--- src/rtl/ftt_pkg.sv ---
`timescale 1ns / 1ps
`default_nettype none

package ftt_pkg;

  localparam int ENTRIES_DEFAULT = 4096;
  localparam int WAYS_DEFAULT    = 4;
  localparam int HASH_W          = 16;

  localparam logic [7:0] PROTO_TCP = 8'd6;
  localparam logic [7:0] PROTO_UDP = 8'd17;

  localparam logic [4:0] FLAG_FIN = 5'h01;
  localparam logic [4:0] FLAG_SYN = 5'h02;
  localparam logic [4:0] FLAG_RST = 5'h04;
  localparam logic [4:0] FLAG_ACK = 5'h10;

  typedef enum logic [2:0] {
    ST_IGNORED      = 3'd0,
    ST_CREATED      = 3'd1,
    ST_CREATED_EVICT = 3'd2,
    ST_UPDATED      = 3'd3,
    ST_EGRESS_MISS  = 3'd4
  } status_t;

  typedef enum logic [1:0] {
    BK_CLEAR,
    BK_IDLE,
    BK_EXEC
  } back_state_t;

  // Classified request as it travels from the front end to the table engine.
  typedef struct packed {
    logic              ignore;
    logic              egress;
    logic [63:0]       kaddr;
    logic [39:0]       kpp;
    logic              term;
    logic              new_tcp;
    logic [15:0]       len;
    logic [63:0]       now;
    logic [HASH_W-1:0] set;
  } qitem_t;

  typedef struct packed {
    logic        valid;
    logic        ended;
    logic [63:0] kaddr;
    logic [39:0] kpp;
    logic [63:0] start;
    logic [63:0] last;
    logic [63:0] txb;
    logic [63:0] rxb;
    logic [63:0] txp;
    logic [63:0] rxp;
  } entry_t;

  typedef struct packed {
    status_t     status;
    logic [63:0] flow_start;
    logic [63:0] flow_last;
    logic [63:0] sent_bytes;
    logic [63:0] received_bytes;
    logic [63:0] sent_packets;
    logic [63:0] received_packets;
    logic        flow_ended;
  } result_t;

  typedef struct packed {
    logic clearing;
  } back_status_t;

endpackage

`default_nettype wire

--- src/rtl/ftt_queue.sv ---
`timescale 1ns / 1ps
`default_nettype none

module ftt_queue (
  input  wire logic            clk,
  input  wire logic            rst,
  input  wire logic            push,
  input  wire ftt_pkg::qitem_t push_item,
  output logic                 full,
  input  wire logic            pop,
  output logic                 head_valid,
  output ftt_pkg::qitem_t      head
);

  ftt_pkg::qitem_t slot [2];
  logic            wptr;
  logic            rptr;
  logic [1:0]      count;

  assign full       = (count == 2'd2);
  assign head_valid = (count != 2'd0);
  assign head       = slot[rptr];

  always_ff @(posedge clk) begin
    if (rst) begin
      wptr  <= 1'b0;
      rptr  <= 1'b0;
      count <= 2'd0;
    end else begin
      if (push) begin
        wptr <= !wptr;
      end
      if (pop) begin
        rptr <= !rptr;
      end
      if (push && !pop) begin
        count <= count + 2'd1;
      end else if (pop && !push) begin
        count <= count - 2'd1;
      end
    end
  end

  always_ff @(posedge clk) begin
    if (push) begin
      slot[wptr] <= push_item;
    end
  end

  a_no_overflow: assert property (@(posedge clk) disable iff (rst)
    (count == 2'd2) |-> !(push && !pop))
    else $error("request queue overflow");

endmodule

`default_nettype wire

--- config.mk ---
export PLATFORM = sky130hd
export DESIGN_NAME = ftt_queue
export DESIGN_NICKNAME = d
export VERILOG_FILES = /design/src/rtl/ftt_pkg.sv /design/src/rtl/ftt_queue.sv
export SDC_FILE = /design/constraint.sdc
export NUM_CORES = 1
export LEC_CHECK = 0
export ABC_AREA = 1
export BUFFER_PORTS_ARGS = -buffer_cell sky130_fd_sc_hd__buf_2
export CORE_MARGIN = 4
export CORE_UTILIZATION = 44
export DETAILED_ROUTE_END_ITERATION = 7
export GPL_TIMING_DRIVEN = 1
export PLACE_DENSITY_LB_ADDON = 0.3
export SLEW_MARGIN = 20
export SYNTH_ARGS = -nofsm -noshare
export SYNTH_HDL_FRONTEND = slang
export SYNTH_SLANG_ARGS = --single-unit
--- constraint.sdc ---
create_clock -name clk -period 15.7 [get_ports clk]
set_input_delay 3.14 -clock clk [delete_from_list [all_inputs] [get_ports clk]]
set_output_delay 3.14 -clock clk [all_outputs]
set_load 0.02 [all_outputs]
==> results.json <==
{
  "ys_ff_latch": 413,
  "coreArea_um2": 34800,
  "setup_violations": 0,
  "async_flop_share_pct": 0,
  "status": "finished clean",
  "final-hold-violation-count": 0,
  "hold_path.class": "reg2reg",
  "ys.flop_type": "edfxtp_1",
  "area_growth_pct": 24.9,
  "hpwl_mm": 21.6,
  "netlist_area_um2": 15600,
  "seq_area_frac_synth_pct": 79.1,
  "antenna_found_initial": 9,
  "yosysTopAreaCellShare_pct": 78.5,
  "die-area_um2": 38600,
  "grt_usage_pct": 15.9,
  "r2r_setup_slack_ns": 13.13,
  "grt_pass1_vias": 8101,
  "yosys-top-cells-count": "edfxtp_1, mux2_4, mux2_2",
  "crit_family": "buffers and inverters",
  "cts-root-buf": "clkbuf_16",
  "worstSetupStartpointType": "flop",
  "syn_area_per_cell_um2": 23.4,
  "cts_buffer_depth": 3,
  "fin_crit_ns": 6.91,
  "die_height_um": 196,
  "relSlewSlack_pct": 16.6,
  "vias": 7688,
  "antenna_left": 0,
  "rows": 68,
  "fin_crit_sh_pct": 44.0,
  "yosys-top-cells-area": "edfxtp_1, mux2_4, mux2_2",
  "ctsHoldBuffers": 0,
  "crit_required_ns": 12.56,
  "clk_latency_ns": 0.53,
  "grt.met3_usage_pct": 4.43,
  "cts.sink_count": 413,
  "cap_violations": 0,
  "post_cts_buffers": 0,
  "wl_mm": 32.1,
  "crit_top_cell": "buf_4",
  "yosysMostFrequentCell": "edfxtp_1",
  "viasPerCell": 4.81,
  "start_util_pct": 44.9,
  "yosys.area.top_type": "edfxtp_1",
  "port-buffer-count": 413,
  "worst_slew_pin_slew_ns": 1.25,
  "power_density_nw_per_um2": 134,
  "ys_types": 16,
  "cts_buffers": 43,
  "wl_per_cell_um": 20.1,
  "path_clk_slew_ns": 0.06,
  "rsz0062_at_grt": "no",
  "utilization_pct": 56.0,
  "seqCellArea_um2": 12400,
  "setup_tns_ns": 0,
  "gr-usage-met2_pct": 28.3,
  "cpMaxStageDelayCell": "buf_4",
  "drt_iter0_markers": 360,
  "power.leakage_nw": 7.66,
  "critical_path_buf_inv_count": 3,
  "maxSlewViolCount": 0,
  "crit_fanout": 56,
  "grt_overflow_total": 0,
  "grt_max_degree": 175,
  "fmax_mhz": 145,
  "top_usage_layer": "met2",
  "max_stage_delay_ns": 0.93,
  "finalNonFillerCells": 1597,
  "yosys_warnings": 0,
  "post-place-cells": 1518,
  "grt_pass1_wl_mm": 47.4,
  "cp_cell_sequence": "buf_4 -> buf_4 -> mux2_2 -> buf_2",
  "met1_usage_pct": 18.7,
  "hp-start": "rptr",
  "post_cts_resized": 0,
  "skew_ns": 0.0128,
  "io_pins": 414,
  "detail_route.first_pass.iterations": 4,
  "drive_gt1_share_pct": 60.4,
  "htree_levels": 2,
  "gp_congestion": 0.746,
  "regToRegStartpoint": "wptr",
  "multiInputGateArea_um2": 3000,
  "nets": 1317,
  "critical_path_arrival_ns": 3.77,
  "synthesis.instances": 668,
  "endpoint_kind": "output port",
  "cts_tree": "done",
  "die_w_um": 196,
  "fillers": 2707,
  "synth_edf_count": 408,
  "worstSetupPathType": "reg2out",
  "ir_drop_mv": 0.0974,
  "syn_nets": 877,
  "drc": 0
}
-- sequential cells by signal (all words and copies together), names as in the netlist, named ones only --
name	cells
count	2
rptr	1
slot	408
wptr	1
-- report_power, final --
| group | leakage [nW] | internal [mW] | switching [mW] | total (mW) |
|---|---|---|---|---|
| logic | 3.11 | 0.139 | 0.180 | 0.320 |
| registers | 3.87 | 1.28 | 0.0175 | 1.30 |
| clock network | 0.679 | 0.601 | 0.391 | 0.992 |
| total | 7.66 | 2.02 | 0.589 | 2.61 |
-- final cells by class --
type / count / share of cell area, %
diodes: 4 / 0.0514
clock buffers: 55 / 6.12
clock inverters: 20 / 1.05
inverters: 9 / 0.212
multi-input cells: 223 / 15.4
flip-flops and latches: 413 / 63.4
well taps: 455 / 2.92
repair buffers: 418 / 10.9
-- metrics by stage --
step | cell area, um^2 | hold slack [ns] | worst slack, ns | power, mW
after floorplan | 15600 | 0.480 | 3.22 | 1.55
final | 19500 | 0.538 | 8.79 | 2.61
after CTS | 19500 | 0.539 | 8.71 | 2.64
after global placement | 18100 | 0.494 | 9.32 | 1.64
after detailed placement | 18100 | 0.528 | 9.31 | 1.65
after global routing | 19500 | 0.574 | 8.59 | 2.71
-- metal layers --
layer	wire length, um	share of wire (%)
met3	2180	6.8
met2	17100	53
met5	57	0.18
met1	12100	38
met4	736	2.3
-- logic make-up (layout without fill, tap and decap cells) --
group | Yosys count | count (layout) | share of synthesized area [%]
simple gates | 15 | 15 | 0.393
compound gates | 2 | 2 | 0.0641
flops | 413 | 413 | 79.1
xor+xnor | 1 | 1 | 0.0561
buf+inv | 32 | 502 | 1.72
mux | 204 | 204 | 18.6
fa+ha+maj | 1 | 1 | 0.0801
other cells | 0 | 4 | 0
-- layout by cell type, fill, tap and decap left out, types with 3 or more instances in the layout --
cell type,n
buf_2,413
edfxtp_1,408
mux2_4,160
clkbuf_16,45
mux2_2,44
inv_1,8
clkbuf_1,7
nand2_1,6
clkinv_1,6
clkinv_2,6
nor2_1,5
diode_2,4
bufinv_16,4
dfxtp_1,4
clkinvlp_4,3
clkbuf_8,3
buf_4,3
-- final timing paths --
path                       end  depth (start not counted)
hold reg to reg           rptr                          2
setup reg to reg  slot[1][182]                          3
hold / removal            rptr                          2
setup / recovery       head[7]                          4
-- tightest hold or removal path, cell delays in order, from the launching register on --
cell,delay [ns]
dfxtp_1,0.33
xnor2_1,0.10
nor2_1,0.08
No activity file was read; power rests on OpenSTA's default activity.
