**src/rtl/ftt_pkg.sv**
```systemverilog
`timescale 1ns / 1ps
`default_nettype none

package ftt_pkg;

  localparam int ENTRIES_DEFAULT = 4096;
  localparam int WAYS_DEFAULT    = 4;
  localparam int HASH_W          = 16;

  localparam logic [7:0] PROTO_TCP = 8'd6;
  localparam logic [7:0] PROTO_UDP = 8'd17;

  localparam logic [4:0] FLAG_FIN = 5'h01;
  localparam logic [4:0] FLAG_SYN = 5'h02;
  localparam logic [4:0] FLAG_RST = 5'h04;
  localparam logic [4:0] FLAG_ACK = 5'h10;

  typedef enum logic [2:0] {
    ST_IGNORED      = 3'd0,
    ST_CREATED      = 3'd1,
    ST_CREATED_EVICT = 3'd2,
    ST_UPDATED      = 3'd3,
    ST_EGRESS_MISS  = 3'd4
  } status_t;

  typedef enum logic [1:0] {
    BK_CLEAR,
    BK_IDLE,
    BK_EXEC
  } back_state_t;

  // Classified request as it travels from the front end to the table engine.
  typedef struct packed {
    logic              ignore;
    logic              egress;
    logic [63:0]       kaddr;
    logic [39:0]       kpp;
    logic              term;
    logic              new_tcp;
    logic [15:0]       len;
    logic [63:0]       now;
    logic [HASH_W-1:0] set;
  } qitem_t;

  typedef struct packed {
    logic        valid;
    logic        ended;
    logic [63:0] kaddr;
    logic [39:0] kpp;
    logic [63:0] start;
    logic [63:0] last;
    logic [63:0] txb;
    logic [63:0] rxb;
    logic [63:0] txp;
    logic [63:0] rxp;
  } entry_t;

  typedef struct packed {
    status_t     status;
    logic [63:0] flow_start;
    logic [63:0] flow_last;
    logic [63:0] sent_bytes;
    logic [63:0] received_bytes;
    logic [63:0] sent_packets;
    logic [63:0] received_packets;
    logic        flow_ended;
  } result_t;

  typedef struct packed {
    logic clearing;
  } back_status_t;

endpackage

`default_nettype wire

```
**src/rtl/ftt_if.sv**
```systemverilog
`timescale 1ns / 1ps
`default_nettype none

interface ftt_pkt_if;
  logic        valid;
  logic        ready;
  logic        opcode;
  logic        header_ok;
  logic [31:0] source_address;
  logic [31:0] dest_address;
  logic [15:0] source_port;
  logic [15:0] dest_port;
  logic [7:0]  protocol_number;
  logic [4:0]  flag_bits;
  logic [15:0] packet_length;
  logic [63:0] timestamp;

  modport source (output valid, opcode, header_ok, source_address, dest_address,
                  source_port, dest_port, protocol_number, flag_bits, packet_length,
                  timestamp, input ready);
  modport sink (input valid, opcode, header_ok, source_address, dest_address,
                source_port, dest_port, protocol_number, flag_bits, packet_length,
                timestamp, output ready);
endinterface


`default_nettype wire

```
**src/rtl/ftt_front.sv**
```systemverilog
`timescale 1ns / 1ps
`default_nettype none

module ftt_front #(
  parameter int SETS = ftt_pkg::ENTRIES_DEFAULT / ftt_pkg::WAYS_DEFAULT
) (
  input  wire logic                  clk,
  input  wire logic                  rst,
  ftt_pkt_if.sink                    pkt,
  input  wire ftt_pkg::back_status_t bstat,
  input  wire logic                  q_full,
  output logic                       push,
  output ftt_pkg::qitem_t            push_item
);

  localparam int SET_W     = (SETS > 1) ? $clog2(SETS) : 1;
  localparam bit SETS_POW2 = ((SETS & (SETS - 1)) == 0);
  localparam int BITS_STEP = 8;
  localparam int STEPS     = SETS_POW2 ? 0 : ftt_pkg::HASH_W / BITS_STEP;
  localparam int CNT_W     = 2;
  localparam int REM_W     = SET_W + 1;

  ftt_pkg::qitem_t            hold;
  logic                       hold_valid;
  logic [ftt_pkg::HASH_W-1:0] dvd;
  logic [REM_W-1:0]           rem;
  logic [CNT_W-1:0]           cnt;

  ftt_pkg::qitem_t            cls;
  logic [ftt_pkg::HASH_W-1:0] hash;
  logic [ftt_pkg::HASH_W-1:0] dvd_next;
  logic [REM_W-1:0]           rem_next;
  logic                       accept;

  always_comb begin
    logic        tcp;
    logic        udp;
    logic [4:0]  flg;
    logic [31:0] ksa;
    logic [31:0] kda;
    logic [15:0] ksp;
    logic [15:0] kdp;
    logic [31:0] h32;
    tcp = (pkt.protocol_number == ftt_pkg::PROTO_TCP);
    udp = (pkt.protocol_number == ftt_pkg::PROTO_UDP);
    flg = udp ? 5'd0 : pkt.flag_bits;
    if (pkt.opcode) begin
      ksa = pkt.dest_address;
      kda = pkt.source_address;
      ksp = pkt.dest_port;
      kdp = pkt.source_port;
    end else begin
      ksa = pkt.source_address;
      kda = pkt.dest_address;
      ksp = pkt.source_port;
      kdp = pkt.dest_port;
    end
    h32 = ksa ^ kda ^ {ksp, kdp} ^ {24'd0, pkt.protocol_number};
    hash = h32[31:16] ^ h32[15:0];
    cls.ignore  = !pkt.header_ok || !(tcp || udp);
    cls.egress  = pkt.opcode;
    cls.kaddr   = {ksa, kda};
    cls.kpp     = {ksp, kdp, pkt.protocol_number};
    cls.term    = |(flg & (ftt_pkg::FLAG_FIN | ftt_pkg::FLAG_RST));
    cls.new_tcp = tcp && |(flg & ftt_pkg::FLAG_SYN) && !(|(flg & ftt_pkg::FLAG_ACK));
    cls.len     = pkt.packet_length;
    cls.now     = pkt.timestamp;
    cls.set     = hash;
  end

  // Restoring remainder by the set count, a byte of the hash per cycle.
  always_comb begin
    logic [REM_W-1:0]           r;
    logic [ftt_pkg::HASH_W-1:0] d;
    r = rem;
    d = dvd;
    for (int i = 0; i < BITS_STEP; i++) begin
      r = {r[REM_W-2:0], d[ftt_pkg::HASH_W-1]};
      d = {d[ftt_pkg::HASH_W-2:0], 1'b0};
      if (r >= REM_W'(SETS)) begin
        r = r - REM_W'(SETS);
      end
    end
    rem_next = r;
    dvd_next = d;
  end

  assign push   = hold_valid && (cnt == '0) && !q_full;
  assign pkt.ready = !bstat.clearing && (!hold_valid || push);
  assign accept = pkt.valid && pkt.ready;

  always_comb begin
    push_item = hold;
    if (SETS_POW2) begin
      push_item.set = ftt_pkg::HASH_W'(hold.set[SET_W-1:0]);
    end else begin
      push_item.set = ftt_pkg::HASH_W'(rem[SET_W-1:0]);
    end
  end

  always_ff @(posedge clk) begin
    if (rst) begin
      hold_valid <= 1'b0;
      cnt        <= '0;
    end else if (accept) begin
      hold_valid <= 1'b1;
      cnt        <= CNT_W'(STEPS);
    end else begin
      if (push) begin
        hold_valid <= 1'b0;
      end
      if (cnt != '0) begin
        cnt <= cnt - 1'b1;
      end
    end
  end

  always_ff @(posedge clk) begin
    if (accept) begin
      hold     <= cls;
      dvd      <= hash;
      rem      <= '0;
    end else if (cnt != '0) begin
      dvd <= dvd_next;
      rem <= rem_next;
    end
  end

endmodule

`default_nettype wire

```
**src/flat_wrapper.sv**
```systemverilog
// flat-port wrapper written by rule: the top's interface ports become plain ports
module ftt_front_flat 
#(
  parameter int SETS = ftt_pkg::ENTRIES_DEFAULT / ftt_pkg::WAYS_DEFAULT
)
  (clk, rst, bstat, q_full, push, push_item, pkt_valid, pkt_opcode, pkt_header_ok, pkt_source_address, pkt_dest_address, pkt_source_port, pkt_dest_port, pkt_protocol_number, pkt_flag_bits, pkt_packet_length, pkt_timestamp, pkt_ready);
  ftt_pkt_if pkt_i ();
  input  wire logic clk;
  input  wire logic rst;
  input  wire ftt_pkg::back_status_t bstat;
  input  wire logic q_full;
  output logic push;
  output ftt_pkg::qitem_t push_item;
  input wire logic [$bits(pkt_i.valid)-1:0] pkt_valid;
  input wire logic [$bits(pkt_i.opcode)-1:0] pkt_opcode;
  input wire logic [$bits(pkt_i.header_ok)-1:0] pkt_header_ok;
  input wire logic [$bits(pkt_i.source_address)-1:0] pkt_source_address;
  input wire logic [$bits(pkt_i.dest_address)-1:0] pkt_dest_address;
  input wire logic [$bits(pkt_i.source_port)-1:0] pkt_source_port;
  input wire logic [$bits(pkt_i.dest_port)-1:0] pkt_dest_port;
  input wire logic [$bits(pkt_i.protocol_number)-1:0] pkt_protocol_number;
  input wire logic [$bits(pkt_i.flag_bits)-1:0] pkt_flag_bits;
  input wire logic [$bits(pkt_i.packet_length)-1:0] pkt_packet_length;
  input wire logic [$bits(pkt_i.timestamp)-1:0] pkt_timestamp;
  output wire logic [$bits(pkt_i.ready)-1:0] pkt_ready;
  assign pkt_i.valid = pkt_valid;
  assign pkt_i.opcode = pkt_opcode;
  assign pkt_i.header_ok = pkt_header_ok;
  assign pkt_i.source_address = pkt_source_address;
  assign pkt_i.dest_address = pkt_dest_address;
  assign pkt_i.source_port = pkt_source_port;
  assign pkt_i.dest_port = pkt_dest_port;
  assign pkt_i.protocol_number = pkt_protocol_number;
  assign pkt_i.flag_bits = pkt_flag_bits;
  assign pkt_i.packet_length = pkt_packet_length;
  assign pkt_i.timestamp = pkt_timestamp;
  assign pkt_ready = pkt_i.ready;
  ftt_front #(.SETS(SETS)) u_core (.clk(clk), .rst(rst), .pkt(pkt_i), .bstat(bstat), .q_full(q_full), .push(push), .push_item(push_item));
endmodule
```
**config.mk**
```make
export PLATFORM = sky130hd
export DESIGN_NAME = ftt_front_flat
export DESIGN_NICKNAME = d
export VERILOG_FILES = /design/src/rtl/ftt_pkg.sv /design/src/rtl/ftt_if.sv /design/src/rtl/ftt_front.sv /design/src/flat_wrapper.sv
export SDC_FILE = /design/constraint.sdc
export NUM_CORES = 1
export LEC_CHECK = 0
export ABC_AREA = 1
export ABC_CLOCK_PERIOD_IN_PS = 5750
export BUFFER_PORTS_ARGS = -buffer_cell sky130_fd_sc_hd__buf_2
export CELL_PAD_IN_SITES_DETAIL_PLACEMENT = 1
export CELL_PAD_IN_SITES_GLOBAL_PLACEMENT = 1
export CORE_MARGIN = 4
export CORE_UTILIZATION = 31
export CTS_CLUSTER_SIZE = 40
export DETAILED_ROUTE_END_ITERATION = 10
export PLACE_DENSITY_LB_ADDON = 0.1
export SYNTH_ARGS = -nofsm -noshare
export SYNTH_HDL_FRONTEND = slang
export SYNTH_SLANG_ARGS = --single-unit
```
**constraint.sdc**
```tcl
create_clock -name clk -period 5.75 [get_ports clk]
set_input_delay 1.15 -clock clk [delete_from_list [all_inputs] [get_ports clk]]
set_output_delay 1.15 -clock clk [all_outputs]
set_load 0.05 [all_outputs]
```
==> metrics.txt <==
Initial Utilization=0.315; Seq pwr share=0.457; max cap viols=0; flop2flop setup slack=2.89 ns; Netlist cell types=25; xor and xnor fraction of the mapped netlist area=0.0109; Avg Inst Size Synth=10.3 um2; total of hold buffers inserted after clock tree synthesis=0; Core ar.=27900 um2; share of cell area taken by muxes after synthesis=0; Pre-Repair DR Iteration Count=4; Total Routing Usage GR=0.169; worst min-delay path startpoint=u_core.cnt[0]$_SDFFE_PP0P_; TNS Setup=0 ns; post-layout net count=1452; top library cells by usage in the layout, fill and taps aside=sky130_fd_sc_hd__buf_2, sky130_fd_sc_hd__nand2_1, sky130_fd_sc_hd__edfxtp_1; peak fanout along the critical path=2; Die ar.=31200 um2; Worst Hold Path Cells=2; final-report max-slew violation count=0; synthesized area=8810 um2; I/O pin count=402; switching share of total power=0.295; fin crit share=0.536; max_slew headroom=0.293; Critical Path Source=q_full; kind of start point of the critical path=primary input; sequential-to-total area share from yosys stat=0.682; count of input and output buffers=394; fraction of the mapped netlist area in simple logic gates=0.200; worst setup path class=primary input to output pin; number of buffers inserted to repair setup after CTS=0; total leakage power=0.00567 uW; most frequent standard cell in the layout excluding fill and tap cells=sky130_fd_sc_hd__buf_2; # DRC=0; ordered list of cells on the worst path=buf_2, o21ai_0, inv_1, nor2_1, buf_2; number of buffers inserted during clock tree synthesis=24; remaining antenna violation count=0; synthesized-area fraction occupied by ao, oa, aoi and oai cells=0.0389; Critical Path Most Common Cell=sky130_fd_sc_hd__buf_2; via-per-instance ratio=4.41; largest area contributor in the netlist=sky130_fd_sc_hd__edfxtp_1; number of endpoints failing setup at the final stage=0; DP Wirelength=21.3 mm; via count of the first global-routing pass=7441; post-placement cell area=11100 um2; post-layout total power=3800 uW; number of warning messages in the yosys log=0; Die Y=177 um; shortest clock period the worst path allows after layout=3.08 ns; fraction of power consumed by the clock network=0.358; combinational share of power=0.185; worst clock skew=0.00805 ns; number of storage elements in the synthesis netlist=201; most area-consuming cells after synthesis=sky130_fd_sc_hd__edfxtp_1, sky130_fd_sc_hd__nand2_1, sky130_fd_sc_hd__inv_1; net switching power=1120 uW; highest cell delay on the worst timing path=0.29 ns; Routed wire per std cell=16.9 um; total via count after detailed routing=7276; status=complete, no violations; slowest stage cell on the critical path=sky130_fd_sc_hd__buf_2; number of standard-cell rows in the floorplan=61; Worst-Skew Late Latency=0.51 ns; post-cts sizing count=0; clock-pin slew on the worst setup and hold paths=0.05 ns; H-Tree Depth=1; wire length of the first global-routing pass=41.7 mm; CTS tree=built; CTS Buffer Depth=3; signal arrival time at the worst endpoint=1.93 ns; post-synth top area share=0.675; final hold vios=0; worst hold slack=0.466 ns; Clock Tree Root=sky130_fd_sc_hd__clkbuf_16; worst ir drop on vdd=172 uV; growth of design area from synthesis to finish=34.0%; internal power summed over all cells=2680 uW; fillcell total=3326; sum of routed wire length over all layers=27.9 mm; number of standard cells after synthesis=859; sink count of the clock tree=201; proportion of layout cells with a drive suffix above 1=0.344; post-synthesis share of cell area spent on full adders, half adders and majority gates=0.00142; type of the worst min-delay path=flip-flop to flip-flop; horizontal die dimension=177 um; Worst Reg2Reg Path Length in Cells=9; number of DRC markers in iteration 0=312; worst endpoint required time=4.60 ns; maximum number of pins on one net before global-route repair=128; Max Clock Freq=325 MHz; pwr/cell area=322 nW/um2; initial antenna violation count=10; kind of end point of the critical path=output pin; combinational family with the most area after synthesis=simple AND/OR/NAND/NOR gates; RD Place Congestion=0.747; RR Startpoint=u_core.cnt[0]$_SDFFE_PP0P_; setup repair after global routing missed its margin=false; transition at the pin with the smallest max-transition slack=1.06 ns; final global-route overflow total=0; Post-Layout Inst Area=11800 um2
-- power by group through the flow --
stage / clock [uW] / combinational, uW / sequential, uW
finish: 1360 / 701 / 1740
global route: 1480 / 769 / 1740
CTS: 1410 / 712 / 1740
detailed placement: 0 / 710 / 1770
global placement: 0 / 697 / 1760
floorplan: 0 / 239 / 2040
-- per-layer routing --
metal / wire length [um] / share of wire / track usage
met5: 103 / 0.0037 / 0
met4: 612 / 0.022 / 0.0422
met1: 10700 / 0.38 / 0.196
met2: 13900 / 0.50 / 0.299
met3: 2590 / 0.093 / 0.0610
-- registers in the layout (all words and copies together), names as in the netlist --
register and count:
u_core.cnt 2, u_core.hold_valid 1, u_core.push_item 198
-- cell families after synthesis --
kind of cell / Yosys count
and+or+nand+nor: 448
buffers and inverters: 132
AOI/OAI and AO/OA: 65
adders and majority gates: 1
xor gates and xnor gates: 11
DFF: 201
other: 1
-- path summary, 6_finish.rpt --
check | end
hold / removal | u_core.cnt[0]$_SDFFE_PP0P_
hold reg to reg | u_core.cnt[0]$_SDFFE_PP0P_
setup / recovery | pkt_ready
setup reg to reg | u_core.push_item[187]$_DFFE_PP_
-- area by class of cell --
class | count | area (um2) | area share
clock inverter | 10 | 45.0 | 0.00382
tap | 378 | 473 | 0.0401
sequential | 201 | 6010 | 0.509
multi-input combinational | 531 | 2230 | 0.189
antenna | 4 | 10.0 | 0.000848
inverter | 100 | 382 | 0.0323
timing repair buffer | 397 | 2010 | 0.170
clock buffer | 30 | 644 | 0.0546
-- critical path, delay by kind of cell --
family	cells	cell delay, ns
buffers and inverters	3	0.47
AO/OA/AOI/OAI	1	0.15
AND/OR/NAND/NOR	1	0.15
-- through the flow --
stage	instances	util	setup WS (ns)
2_1_floorplan	864	-	0.736
3_3_place_gp	1607	0.398	2.33
3_5_place_dp	1607	0.398	2.29
4_1_cts	1647	0.422	2.66
5_1_grt	1648	0.422	2.57
6_report	1651	0.423	2.67
-- cells in the mapped netlist --
| library cell | number |
|---|---|
| sky130_fd_sc_hd__nor4_1 | 2 |
| sky130_fd_sc_hd__o21a_1 | 1 |
| sky130_fd_sc_hd__ha_1 | 1 |
| sky130_fd_sc_hd__nand2_1 | 383 |
| sky130_fd_sc_hd__or2_2 | 1 |
| sky130_fd_sc_hd__inv_4 | 1 |
| sky130_fd_sc_hd__nor2_1 | 17 |
| sky130_fd_sc_hd__xnor2_1 | 5 |
| sky130_fd_sc_hd__dfxtp_1 | 3 |
| sky130_fd_sc_hd__o21ai_2 | 4 |
| sky130_fd_sc_hd__buf_6 | 5 |
| sky130_fd_sc_hd__buf_4 | 11 |
| sky130_fd_sc_hd__xor2_1 | 6 |
| sky130_fd_sc_hd__o21ai_0 | 48 |
| sky130_fd_sc_hd__nand4_1 | 4 |
| sky130_fd_sc_hd__buf_2 | 8 |
| sky130_fd_sc_hd__a21oi_1 | 2 |
| sky130_fd_sc_hd__inv_1 | 99 |
| sky130_fd_sc_hd__clkbuf_1 | 8 |
| sky130_fd_sc_hd__conb_1 | 1 |
| sky130_fd_sc_hd__nand3_1 | 36 |
| sky130_fd_sc_hd__nand3b_1 | 3 |
| sky130_fd_sc_hd__nand2_2 | 2 |
| sky130_fd_sc_hd__edfxtp_1 | 198 |
| sky130_fd_sc_hd__o21ai_1 | 10 |
(Power assumes the default switching activity.)
